<file path="src/design/ltem_pkg.sv">
`default_nettype none

package ltem_pkg;

    // field widths
    localparam int CW     = 24;          // input coordinate / coefficient
    localparam int EW     = CW + 1;      // edge difference
    localparam int PW     = 2 * EW;      // edge product
    localparam int SW     = PW + 1;      // sum of products, determinant
    localparam int LOW_W  = 26;          // low slice of a split multiply
    localparam int HIGH_W = SW - LOW_W;  // high slice
    localparam int NW     = CW + SW;     // full coefficient product
    localparam int FRAC   = 16;          // input fraction bits
    localparam int DW     = NW + FRAC;   // dividend
    localparam int VW     = SW + 1;      // divisor
    localparam int QW     = 64;          // quotient / result
    localparam int HW     = DW - QW;     // dividend bits above the quotient

    localparam int NSTIFF    = 6;
    localparam int NLANE     = 8;
    localparam int LANE_DIAG = 6;
    localparam int LANE_OFF  = 7;

    // coefficient products: one per stiffness entry plus the shared mass one
    localparam int NPROD     = NSTIFF + 1;
    localparam int LANE_MASS = NSTIFF;

    localparam int QDEPTH = 4;
    localparam int QPW    = 2;
    localparam int QCW    = 3;
    localparam int INFW   = 2;

    // divider depth: input stage plus one stage per quotient bit
    localparam int DIV_LAT = QW + 1;

    // mass diagonal: sig*|D| / (12 * 2^16) = (sig*|D| >> 18) / 3
    localparam int MASS_SHIFT = FRAC + 2;
    // divide by 3 one 16-bit digit per stage, by reciprocal multiply
    localparam int D3W        = 16;
    localparam int D3_STEPS   = QW / D3W;
    localparam int D3PW       = 2 * (D3W + 2);
    localparam int DIV3_MUL   = 174763;   // ceil(2^19 / 3)
    localparam int DIV3_SHIFT = 19;

    // upper-triangle pair order of the stiffness entries
    localparam int PAIR_I [NSTIFF] = '{0, 0, 0, 1, 1, 2};
    localparam int PAIR_J [NSTIFF] = '{0, 1, 2, 1, 2, 2};

    localparam logic [QW-1:0] POS_MAX = {1'b0, {(QW-1){1'b1}}};
    localparam logic [QW-1:0] NEG_MAG = {1'b1, {(QW-1){1'b0}}};

    // classified element handed from front to back
    typedef struct packed {
        logic                        degenerate;
        logic [NSTIFF-1:0]           neg;
        logic [NSTIFF-1:0][SW-1:0]   mag;
        logic [SW-1:0]               absd;
        logic [CW-1:0]               lam;
        logic [CW-1:0]               sig;
    } entry_t;

    // sideband travelling next to the divider lanes
    typedef struct packed {
        logic              degenerate;
        logic [NSTIFF-1:0] neg;
    } tag_t;

endpackage

`default_nettype wire

</file>
<file path="src/design/ltem_fifo.sv">
`default_nettype none

module ltem_fifo
(
    input  wire logic                        clk,
    input  wire logic                        rst_n,
    input  wire logic                        push,
    input  wire ltem_pkg::entry_t            din,
    input  wire logic                        pop,
    output      ltem_pkg::entry_t            dout,
    output      logic                        empty,
    output      logic [ltem_pkg::QCW-1:0]    count
);

    ltem_pkg::entry_t              mem_reg [ltem_pkg::QDEPTH];
    logic [ltem_pkg::QPW-1:0]      wr_ptr_reg, rd_ptr_reg;
    logic [ltem_pkg::QCW-1:0]      count_reg;

    always_ff @(posedge clk)
    begin
        if (push)
            mem_reg[wr_ptr_reg] <= din;
    end

    always_ff @(posedge clk or negedge rst_n)
    begin
        if (!rst_n)
        begin
            wr_ptr_reg <= '0;
            rd_ptr_reg <= '0;
            count_reg  <= '0;
        end
        else
        begin
            if (push)
                wr_ptr_reg <= wr_ptr_reg + 1'b1;
            if (pop)
                rd_ptr_reg <= rd_ptr_reg + 1'b1;
            unique case ({push, pop})
                2'b10:   count_reg <= count_reg + 1'b1;
                2'b01:   count_reg <= count_reg - 1'b1;
                default: count_reg <= count_reg;
            endcase
        end
    end

    assign dout  = mem_reg[rd_ptr_reg];
    assign empty = (count_reg == '0);
    assign count = count_reg;

endmodule

`default_nettype wire

</file>
<file path="config.mk">
export PLATFORM = sky130hd
export DESIGN_NAME = ltem_fifo
export DESIGN_NICKNAME = d
export VERILOG_FILES = /design/src/design/ltem_pkg.sv /design/src/design/ltem_fifo.sv
export SDC_FILE = /design/constraint.sdc
export NUM_CORES = 1
export LEC_CHECK = 0
export BUFFER_PORTS_ARGS = -buffer_cell sky130_fd_sc_hd__buf_2
export CORE_UTILIZATION = 51
export CTS_CLUSTER_DIAMETER = 120
export DETAILED_ROUTE_END_ITERATION = 8
export HOLD_SLACK_MARGIN = 0.06
export PLACE_DENSITY = 0.79
export SYNTH_ARGS = -nofsm -noshare
export SYNTH_HDL_FRONTEND = slang
export SYNTH_SLANG_ARGS = --single-unit
</file>
<file path="constraint.sdc">
create_clock -name clk -period 12.3 [get_ports clk]
set_clock_uncertainty 0.15 [all_clocks]
set_input_delay 1.845 -clock clk [delete_from_list [all_inputs] [get_ports clk]]
set_output_delay 1.845 -clock clk [all_outputs]
set_load 0.02 [all_outputs]
</file>
==> reports/summary.txt <==
status: finished clean
Arr. time, crit path: 4.38 ns
PortBufs: 831
DP Area: 0.06559 mm^2
CTS buffer count: 161
TNS Setup: 0 ns
final instance area: 0.07068 mm^2
GRT Overall Usage: 0.2092
Routed Antenna Nets: 0
die area: 0.1188 mm^2
hpwl dp: 76290 um
Crit-path slowest cell: buf_4
fin. max-slew vios: 0
post-synthesis cell type count: 17
Synth Area in Compound Gates: 0.0001672
# nets final: 3539
Leakage: 23.83 nW
post-route insts no fill: 4795
1st-iter DRT viols: 2135
clk_lat worst skew: 0.74 ns
hold path depth: 1
initial antenna violation count: 56
wire length per cell: 26.57 um
PD cells: 253.8 mW/mm^2
dpl cells: 4478
Synth Area in Simple Gates: 0.0007524
pin count of the biggest net entering global routing: 146
post-synthesis register bit count: 1655
clock sinks: 1655
crit-path max FO: 102
worst hold margin: 0.4023 ns
Worst-path clk slew: 0.06 ns
RSZ-0062 raised after global routing: no
most frequent CP cell: buf_12
largest family of logic cells by synthesized area: multiplexers
hold-fix buffers at CTS: 0
Residual DRC: 0
Mapped Nets: 2610
root buf cell: clkbuf_16
Largest register FFs: 1648
GRT overflow: 0
Buf+Inv Stages, Crit Path: 4
core footprint: 0.1162 mm^2
Crit path largest cell delay: 0.74 ns
most frequent cells in the layout: edfxtp_1 (1648), buf_2 (831), mux4_2 (412), clkbuf_16 (164), clkbuf_1 (50)
Routability Congestion: 0.7662
post-CTS setup buffers: 0
GR met1 Demand/Resource: 0.2377
CTS Buffer Depth: 3
XOR/XNOR share of the synthesized area: 0.0008779
grt peak-use layer: met2
P&R area growth vs syn: 18.07%
Top delay family on crit path: buffers and inverters
reg-to-reg slack, setup: 8.53 ns
number of global-route vias before repair: 28250
drt first pass iters: 5
Initial Util: 0.5151
startpoint types: flip-flop
YS warnings: 0
worst setup path category: reg -> out
Post-Synthesis Cells: 2188
Worst Setup End Kind: primary output
met2 usage: 0.3600
via count: 27010
proportion of synthesized area in mux cells: 0.1550
crit-path cells: buf_12 -> buf_12 -> buf_4 -> mux4_2 -> buf_2
Final Cycle Share: 0.5185
final core utilization: 0.6082
Final Worst Setup Slack: 5.922 ns
TritonCTS clock tree: yes
# Max-Cap Violations: 0
worst slack at placement: 6.525 ns
syn avg cell area: 27.36 um^2
Tightest Pin Transition: 1.114 ns
commonest non-fill, non-tap cell in the layout: edfxtp_1
worst endpoint required time: 10.30 ns
synthesized area: 0.05986 mm^2
Peak VDD IR: 0.2355 mV
Post-Synth Adder-Cell Area: 0.001379
Slew Limit Headroom: 0.2573
htree depth: 4
Hold Crit Class: reg -> reg
Ports: 832
reg2reg path depth: 5
first-pass GRT wire length: 180600 um
final setup fails: 0
Final Hold Vio Count: 0
Final Power: 17.94 mW
Final Critical Period: 6.378 ns
WP depth: 5
met3 track demand over resource: 0.07591
Die X: 344.6 um
DR vias/cell: 5.632
Die Y: 344.6 um
Resized Gates After CTS: 0
WL final: 127400 um
max frequency: 156.8 MHz
post-synthesis sequential area ratio: 0.8296
row cnt: 125
fraction of layout cells with a size suffix above 1: 0.4594
## area by class of cell
| type | instances | area [um^2] |
|---|---|---|
| Tap cell | 1524 | 1907 |
| Clock inverter | 67 | 684.4 |
| Antenna cell | 34 | 85.08 |
| Fill cell | 7552 | 45530 |
| Timing Repair Buffer | 858 | 4512 |
| Multi-Input combinational cell | 435 | 9479 |
| Clock buffer | 216 | 4319 |
| Sequential cell | 1655 | 49670 |
| Inverter | 6 | 22.52 |
## cells by family (layout without fill, tap and decap cells)
logic type	after synthesis	count (layout)
adders and majority gates	6	6
and+or+nand+nor	9	9
buffers and inverters	98	1147
other	0	34
muxes	412	412
AOI/OAI and AO/OA	2	2
xor gates and xnor gates	6	6
DFF	1655	1655
## worst paths after layout
check                                               start                         to
min in group asynchronous                           rst_n  rd_ptr_reg[0]$_DFFE_PN0P_
worst min register to register       count[2]$_DFFE_PN0P_       count[2]$_DFFE_PN0P_
worst max register to register  wr_ptr_reg[0]$_DFFE_PN0P_  mem_reg[2][170]$_DFFE_PP_
max in group asynchronous                           rst_n  rd_ptr_reg[1]$_DFFE_PN0P_
worst max-delay path            rd_ptr_reg[0]$_DFFE_PN0P_                  dout[332]
worst min-delay path                 count[2]$_DFFE_PN0P_       count[2]$_DFFE_PN0P_
## Yosys cell counts (all sizes together)
cell type / instances / area [um^2]
mux4: 412 / 9279
nor2: 1 / 3.750
nor3: 1 / 5.000
xnor2: 2 / 17.52
inv: 6 / 22.52
nand2: 3 / 11.26
xor2: 4 / 35.03
buf: 84 / 678.2
edfxtp: 1648 / 49490
fa: 1 / 20.02
dfrtp: 7 / 175.2
ha: 5 / 62.56
clkbuf: 8 / 30.03
and2: 4 / 25.02
o21ai: 2 / 10.01
## per-layer routing
layer / up-vias / routed length (um)
li1: 11470 / -
met1: 14030 / 43470
met2: 1195 / 67050
met3: 268 / 12360
met4: 44 / 4233
met5: - / 280
## where the power goes
group	switching, mW	internal [mW]	leakage, nW
Sequential	0.301	7.38	15.2
Combinational	3.46	2.13	6.20
Clock	2.03	2.63	2.41
Total	5.80	12.1	23.8
(Power assumes the default switching activity.)
